### config.mk
export PLATFORM = sky130hd
export DESIGN_NAME = upsl_field_unit
export DESIGN_NICKNAME = d
export VERILOG_FILES = /design/src/rtl/core/upsl_pkg.sv /design/src/rtl/core/upsl_field_unit.sv
export SDC_FILE = /design/constraint.sdc
export NUM_CORES = 1
export LEC_CHECK = 0
export BUFFER_PORTS_ARGS = -buffer_cell sky130_fd_sc_hd__buf_2
export CORE_UTILIZATION = 60
export DETAILED_ROUTE_END_ITERATION = 6
export PLACE_DENSITY_LB_ADDON = 0.12
export REMOVE_ABC_BUFFERS = 1
export SLEW_MARGIN = 20
export SYNTH_ARGS = -nofsm -noshare
export SYNTH_HDL_FRONTEND = slang
export SYNTH_SLANG_ARGS = --single-unit
### constraint.sdc
create_clock -name vclk -period 5.2
set_input_delay 0.26 -clock vclk [all_inputs]
set_output_delay 0.26 -clock vclk [all_outputs]
set_load 0.1 [all_outputs]
### src/rtl/core/upsl_pkg.sv
// Package for the Part 2 size lookup block: sizes, field descriptor type,
// item kind codes. No dependencies.
`default_nettype none

package upsl_pkg;

    localparam int MAX_ENTRIES    = 4;
    localparam int MAX_FIELDS     = 4;
    localparam int MAX_INDEX_BITS = 8;
    localparam int PAYLOAD_BITS   = 64;

    localparam int ENT_W   = $clog2(MAX_ENTRIES);
    localparam int SLOT_W  = $clog2(MAX_FIELDS);
    localparam int DESC_N  = MAX_ENTRIES * MAX_FIELDS;
    localparam int MAP_AW  = ENT_W + MAX_INDEX_BITS;
    localparam int MAP_DEPTH = 1 << MAP_AW;
    localparam int IDX_SHW = $clog2(MAX_INDEX_BITS + 1);

    localparam int OFF_W   = 6;
    localparam int WID_W   = 4;
    localparam int LEN_W   = 7;
    localparam int VAL_W   = 12;
    localparam int SIZE_W  = 14;
    localparam int CFG_W   = 3;
    localparam int TOT_W   = $clog2(MAX_FIELDS * 15 + 1);

    localparam logic [SIZE_W-1:0] SIZE_SAT = {SIZE_W{1'b1}};

    localparam logic [1:0] KIND_COMPUTE = 2'd0;
    localparam logic [1:0] KIND_DESC    = 2'd1;
    localparam logic [1:0] KIND_MAP     = 2'd2;

    typedef struct packed {
        logic [OFF_W-1:0] offset;
        logic [WID_W-1:0] width;
    } desc_t;

    // request to the field unit
    typedef struct packed {
        desc_t                     desc;
        logic [MAX_INDEX_BITS-1:0] idx;
    } field_req_t;

endpackage

`default_nettype wire

### src/rtl/core/upsl_field_unit.sv
// Shared field unit: pulls one field out of the payload, first bit as MSB,
// and appends it to the running index. Depends on upsl_pkg.
`default_nettype none

module upsl_field_unit (
    input  wire logic [upsl_pkg::PAYLOAD_BITS-1:0]   bits,
    input  wire upsl_pkg::field_req_t                req,
    output logic      [upsl_pkg::MAX_INDEX_BITS-1:0] idx_out
);

    logic [upsl_pkg::PAYLOAD_BITS-1:0]   shifted;
    logic [upsl_pkg::MAX_INDEX_BITS-1:0] rev;
    logic [upsl_pkg::MAX_INDEX_BITS-1:0] fval;
    logic [upsl_pkg::IDX_SHW-1:0]        rshift;

    always_comb
    begin
        shifted = bits >> req.desc.offset;
        for (int k = 0; k < upsl_pkg::MAX_INDEX_BITS; k++)
        begin
            rev[upsl_pkg::MAX_INDEX_BITS-1-k] = shifted[k];
        end
        // widths past the index limit are flagged elsewhere; value unused then
        if (32'(req.desc.width) > upsl_pkg::MAX_INDEX_BITS)
            rshift = '0;
        else
            rshift = upsl_pkg::IDX_SHW'(upsl_pkg::MAX_INDEX_BITS - 32'(req.desc.width));
        fval    = rev >> rshift;
        idx_out = (req.idx << req.desc.width) | fval;
    end

endmodule

`default_nettype wire

== After elaboration in Yosys (flattened, before gate mapping) ==
Index checks and enable logic that the tools add are counted.
Cells by class
  add/sub/neg operators: 1
  order comparisons: 1
  shift-type cells: 3
  mux-type cells: 1
  bitwise gates (word level): 1
Operators with widths (count)
  $shr 64x6->8: 1
  $or 8x8->8: 1
  $shl 8x4->8: 1
  $shr 8x4->8: 1
  $gt 4x4->1 const B: 1
  $mux 4: 1
  $sub 4x4->4 const A: 1
Word-level totals
  flip-flop bits (word level): 0
  input port bits: 82
  output and inout bits: 8
  word-level logic and storage cells: 7

== Logic depth before layout (Yosys ltp) ==
Gate-level depths: netlist of run 1.
  depth in word-level cells: 4
  gate-level depth with buffers: 12
  mapped depth without buffers: 9

== Worst setup path after synthesis of run 1 ==
Ideal clock, no wire load.
  path kind: in2out
  start: in req[13] (netlist name)
  end: out idx_out[4] (netlist name)
  arrival: 4059 ps
  required time: 4940 ps
  slack: 881 ps
  stages: 11
  buffers on the path: 4
  path through: buf_6 > buf_12 > buf_12 > buf_6 > mux2_2 > mux2i_1 > o311ai_0 > nand3_1 > o21ai_0 > o221ai_1 > o31ai_1
Between the ends
  longest elaborated chain between the ends: 3
RTL lines
  from (decl): RTL line upsl_field_unit.sv:7  | input wire upsl_pkg::field_req_t req,
  $shr 64x6->8: RTL line upsl_field_unit.sv:18  | shifted = bits >> req.desc.offset;
  $shr 8x4->8: RTL line upsl_field_unit.sv:28  | fval = rev >> rshift;
  $or 8x8->8: RTL line upsl_field_unit.sv:29  | idx_out = (req.idx << req.desc.width) | fval;
  to (decl): RTL line upsl_field_unit.sv:8  | output logic [upsl_pkg::MAX_INDEX_BITS-1:0] idx_out
No other way between the ends.

== Final worst setup path of run 1 ==
Ends and elaborated chain as after synthesis.

==> results by group, run 1 <==
Outcome
  • Status: finished, final reports clean

Timing
  • Final min period: 3.943 ns
  • Worst-margin pin slew: 0.9915 ns
  • Setup TNS: 0 ns
  • Final period util: around three quarters
  • Fin Hold WS: 1.101 ns
  • Hold Vio Cnt, Final: 0
  • Peak Freq: 253.6 MHz
  • Final number of setup-violating endpoints: 0
  • Final Max Slew Viols: 0
  • Relative slew slack: 33.90%
  • RSZ-0062 raised after global routing: false

Critical path
  • Worst path slowest cell: buf_4
  • Critical Path AT: 3.68 ns
  • Most frequent CP cell: o21ai_0
  • WP data required: slightly below 5 ns
  • Crit path max fanout: 69
  • Crit path launch type: input pin
  • Levels on crit path: 10
  • Crit path largest cell delay: 0.72 ns
  • CP bufs+invs: 4
  • Critical path type: in2out
  • CP Capture Type: output port
  • Crit-path cells: buf_4 -> buf_12 -> inv_1 -> o21ai_0 -> a22o_1 -> o21ai_0 -> o21ai_0 -> o221ai_1 -> o31ai_1 -> buf_2
  • Top Family by Delay on Critical Path: buffers and inverters

Yosys
  • Syn_area_per_cell: 9.922 µm²
  • Post-Syn Instances: 455
  • Cell variety after synth: 76
  • Sequential share of the synthesized area: 0%
  • Ys Warns: 0
  • Post-Syn Area: 4514 µm²

Placed design
  • GP Congestion: 0.9910
  • IO Port Bufs: 90
  • HPWL Detailed: 10.78 mm
  • Placed cells: 597

Drt
  • Initial DRC count: between 700 and 800
  • DR vias: 4721
  • Router iterations before antenna repair: 6
  • Routed WL: ~15 mm
  • WL/cell: 24.48 µm
  • Antenna Nets Post-Route: 0
  • DR vias/cell: between 7 and 8
  • DRC: 0

Die
  • Die width: 88.74 µm
  • Die height: 88.74 µm
  • Core area: just over 7000 µm²
  • Total die area: 7875 µm²
  • Starting density of the core: just over 60%
  • I/O pin total: 90
  • # rows: 31

Finish
  • Fin nets: 583
  • N_diodes: 0
  • Register Area: 0 µm²
  • Seq Cell Count: 0
  • Clock buf count: 0
  • Fraction of layout cells with a size suffix above 1: 38.96%
  • Area growth from synthesis to layout: 4.712%
  • Fin cells: slightly below 600

Hold path
  • Worst Hold Class: in2out
  • Hold depth: 3

Clock network
  • Postcts setup bufs: 0
  • Cts repair resizes: 0
  • Hold Buf Count CTS: 0

Pwr
  • Power Density: 121.1 nW/µm²
  • P_leak: 1.786 nW
  • Maximum VDD drop: around 0.00012 V

Run
  • Max Cap Viol: 0

Global routing
  • Global-route wire length before repair: 22.33 mm
  • Largest net degree at the start of global routing: 70
  • Vias in the first global route: roughly 4.0k
  • Initial antenna violation count: 0
  • Total GRT Usage: a little under two fifths
  • Total global routing overflow: 0
[power by group]
| part | internal (mW) | switching (mW) | total (mW) | leakage, nW |
|---|---|---|---|---|
| Clock | 0 | 0 | 0 | 0 |
| Combinational | 0.221 | 0.352 | 0.572 | 1.79 |
| Sequential | 0 | 0 | 0 | 0 |
| Total | 0.221 | 0.352 | 0.572 | 1.79 |
[final cells by class]
type,instances,area [µm²]
Multi-Input combinational cell,394,4054
Tap cell,99,123.9
Fill cell,644,2526
Timing Repair Buffer,95,515.5
Inverter,9,33.78
[metal layers]
| layer | GRT usage [%] | up-vias | wire, µm |
|---|---|---|---|
| met1 | 55.54 | 2258 | 5695 |
| li1 | - | 2023 | - |
| met2 | 57.69 | 402 | 6731 |
| met5 | 0 | - | 0 |
| met3 | 3.078 | 38 | 1725 |
| met4 | 9.677 | 0 | 460 |
[cells in the mapped netlist, drive strengths merged, types with 6 or more instances]
master | instances | area (µm²)
a221oi | 9 | 108.9
mux4 | 80 | 1858
mux2i | 40 | 404.1
nand3 | 22 | 110.1
inv | 8 | 30.03
clkbuf | 16 | 130.1
o21ai | 11 | 58.81
nor2b | 8 | 50.05
nand4 | 8 | 50.05
o22ai | 6 | 37.54
o211ai | 8 | 60.06
nor3 | 9 | 45.04
a211oi | 7 | 52.55
nand2 | 41 | 158.9
nor2 | 28 | 107.6
a21oi | 14 | 70.07
a31oi | 8 | 50.05
a22oi | 12 | 90.09
and2 | 6 | 40.04
mux2 | 15 | 168.9
buf | 34 | 277.8
[final timing paths]
path                 from  slack, ns    endpoint
hold / removal    req[11]       1.10  idx_out[7]
setup / recovery  req[13]       1.26  idx_out[4]
[cell usage in the layout, fill, tap and decap left out, drive strengths merged, types with 9 or more instances in the layout]
cell and instances:
nor2 28, a22oi 12, buf 95, mux4 80
nor3 9, a221oi 9, a21oi 14, mux2i 40
nand3 22, nand2 41, mux2 15, o21ai 11
[kinds of logic after synthesis]
family,after synthesis,synth area share [%]
multiplexers,135,53.85
AND/OR/NAND/NOR,148,16.66
AO/OA/AOI/OAI,110,19.01
buffers and inverters,61,10.20
adder cells (fa/ha/maj),1,0.2771
[through the flow]
stage	setup WS, ns	total power, mW	util [%]	cell area (µm²)
after global placement	1.244	0.5537	65.17	4727
after floorplan	1.066	0.3657	-	4088
after CTS	1.248	0.5610	65.17	4727
final	1.257	0.5725	65.17	4727
after global routing	1.031	0.6022	65.17	4727
after detailed placement	1.242	0.5584	65.17	4727
Note: power is estimated with default switching activity, not from simulation.
==> inputs of run 2 (changes only) <==
--- a/config.mk
+++ b/config.mk
@@ -6,7 +6,7 @@
 export NUM_CORES = 1
 export LEC_CHECK = 0
 export BUFFER_PORTS_ARGS = -buffer_cell sky130_fd_sc_hd__buf_2
-export CORE_UTILIZATION = 60
+export CORE_UTILIZATION = 54
 export DETAILED_ROUTE_END_ITERATION = 6
 export PLACE_DENSITY_LB_ADDON = 0.12
 export REMOVE_ABC_BUFFERS = 1
==> constraint.sdc (replaced) <==
create_clock -name vclk -period 3.5
set_input_delay 0.175 -clock vclk [all_inputs]
set_output_delay 0.175 -clock vclk [all_outputs]
set_load 0.1 [all_outputs]
==> results by group, run 2 (synthesized netlist as in run 1, its figures left out) <==
Outcome
  • Status: finished, final reports clean

Timing
  • RSZ-0062 raised after global routing: false
  • Worst-margin pin slew: 0.7086 ns (-0.2829 ns)
  • Final Max Slew Viols: 0 (unchanged)
  • Peak Freq: 302.1 MHz
  • Hold Vio Cnt, Final: 0 (unchanged)
  • Final period util: 94.59%
  • Relative slew slack: 52.76% (+19 points)
  • Fin worst setup slack: 0.1893 ns (-1.067 ns)
  • Final number of setup-violating endpoints: 0 (unchanged)
  • Final min period: ~3.3 ns

Finish
  • Most frequent cells in the layout: buf_2, mux4_2, nand2_1, mux2i_1, nor2_1
  • Register Area: 0 µm² (unchanged)
  • Seq Cell Count: 0 (unchanged)
  • Most common cell after layout, fill and taps aside: buf_2
  • Fin cells: 623 (+4.4%)
  • Clock buf count: 0 (unchanged)
  • Area growth from synthesis to layout: 11.56%
  • N_diodes: 0 (unchanged)
  • Fraction of layout cells with a size suffix above 1: 41.65% (+2.7 points)
  • Fin nets: 606 (+3.9%)
  • # fillers: 693 (+7.6%)

Critical path
  • CP bufs+invs: 2 (-2)
  • Critical Path AT: 3.14 ns (-0.54 ns)
  • Worst path slowest cell: mux4_1
  • WP data required: 3.32 ns (-1.62 ns)
  • Crit-path cells: buf_4 -> mux4_1 -> mux2i_1 -> a221oi_1 -> a221oi_4 -> nor2_1 -> o311ai_1 -> o211ai_1 -> buf_12
  • Crit path largest cell delay: 0.71 ns (about the same)
  • Crit path launch type: input pin
  • Crit path max fanout: 49 (-29%)
  • Critical path type: in2out
  • CP Capture Type: output port
  • Top Family by Delay on Critical Path: compound AO/OA/AOI/OAI gates

Pwr
  • P_leak: 1.941 nW (+8.7%)
  • Power Density: 187.1 nW/µm² (+55%)
  • Maximum VDD drop: 0.0001162 V (-4.0%)

Global routing
  • Global-route wire length before repair: 23.67 mm (+6.0%)
  • Initial antenna violation count: 0 (unchanged)
  • Total global routing overflow: 0 (unchanged)
  • Gr busiest metal: met2
  • Met1 Use GR: 50.83% (-4.7 points)
  • Vias in the first global route: 4337 (+8.4%)
  • Met2 usage: 54.47% (-3.2 points)
  • Largest net degree at the start of global routing: 50 (-29%)
  • Met3 usage: 3.577% (+0.50 points)
  • Total GRT Usage: 34.41% (-2.6 points)

Drt
  • DR vias/cell: 7.591 (-4.0%)
  • Routed WL: 14.87 mm (+1.7%)
  • DRC: 0 (unchanged)
  • WL/cell: 23.86 µm (-2.5%)
  • Initial DRC count: 540 (-25%)
  • Antenna Nets Post-Route: 0 (unchanged)
  • DR vias: 4729 (+0.17%)
  • Router iterations before antenna repair: 5 (-1)

Placed design
  • Placed cells: 623 (+4.4%)
  • HPWL Detailed: 11.29 mm (+4.8%)
  • GP Congestion: 0.9352 (-5.6%)
  • IO Port Bufs: 90 (unchanged)
  • Dpl ws: 0.2584 ns (-0.9835 ns)

Die
  • Core area: 7888 µm² (+8.7%)
  • Total die area: 8729 µm² (+11%)
  • Die height: 93.43 µm (+5.3%)
  • # rows: 32 (+3.2%)
  • Die width: 93.43 µm (+5.3%)
  • I/O pin total: 90 (unchanged)
  • Starting density of the core: 57.23% (-5.0 points)

Run
  • Max Cap Viol: 0 (unchanged)

Clock network
  • Hold Buf Count CTS: 0 (unchanged)
  • Postcts setup bufs: 0 (unchanged)
  • Cts repair resizes: 0 (unchanged)

Hold path
  • Worst Hold Class: in2out
## run 2: changes by cell type in the layout (fill, tap and decap cells not counted)
cell,before,now
buf_12,2,11
buf_2,89,81
buf_4,4,26
## run 2: worst paths after layout
path	from	end	slack (ns)	cells after the start
max	req[13]	idx_out[0]	0.19	9
min	req[11]	idx_out[6]	0.86	3
## run 2: power by group
group / internal (mW) / switching (mW) / leakage (nW)
clock network: 0 / 0 / 0
registers: 0 / 0 / 0
logic: 0.404 / 0.538 / 1.94
## run 2: cell type report
type / instances / area (µm²) / area share, %
multi-input combinational: 394 / 4054 / 80.50
timing repair buffer: 118 / 820.8 / 16.30
tap: 102 / 127.6 / 2.534
inverter: 9 / 33.78 / 0.6708
## run 2: metal layers
metal  vias up  part of all wire, %
met5         -                    0
met4         0                  2.5
met3        39                  9.9
met2       330                   46
met1      2302                   41
li1       2058                    -
## run 2: stage by stage
stage | total power, mW | TNS (ns) | hold WS, ns | area, µm² | utilization, %
after detailed placement | 0.9251 | 0 | 0.8598 | 5036 | 63.85
after CTS | 0.9284 | 0 | 0.8634 | 5036 | 63.85
after floorplan | 0.5433 | -0.4639 | 0.8999 | 4088 | -
after global routing | 0.9914 | 0 | 0.8898 | 5036 | 63.85
final | 0.9425 | 0 | 0.8604 | 5036 | 63.85
after global placement | 0.9151 | 0 | 0.8533 | 5036 | 63.85
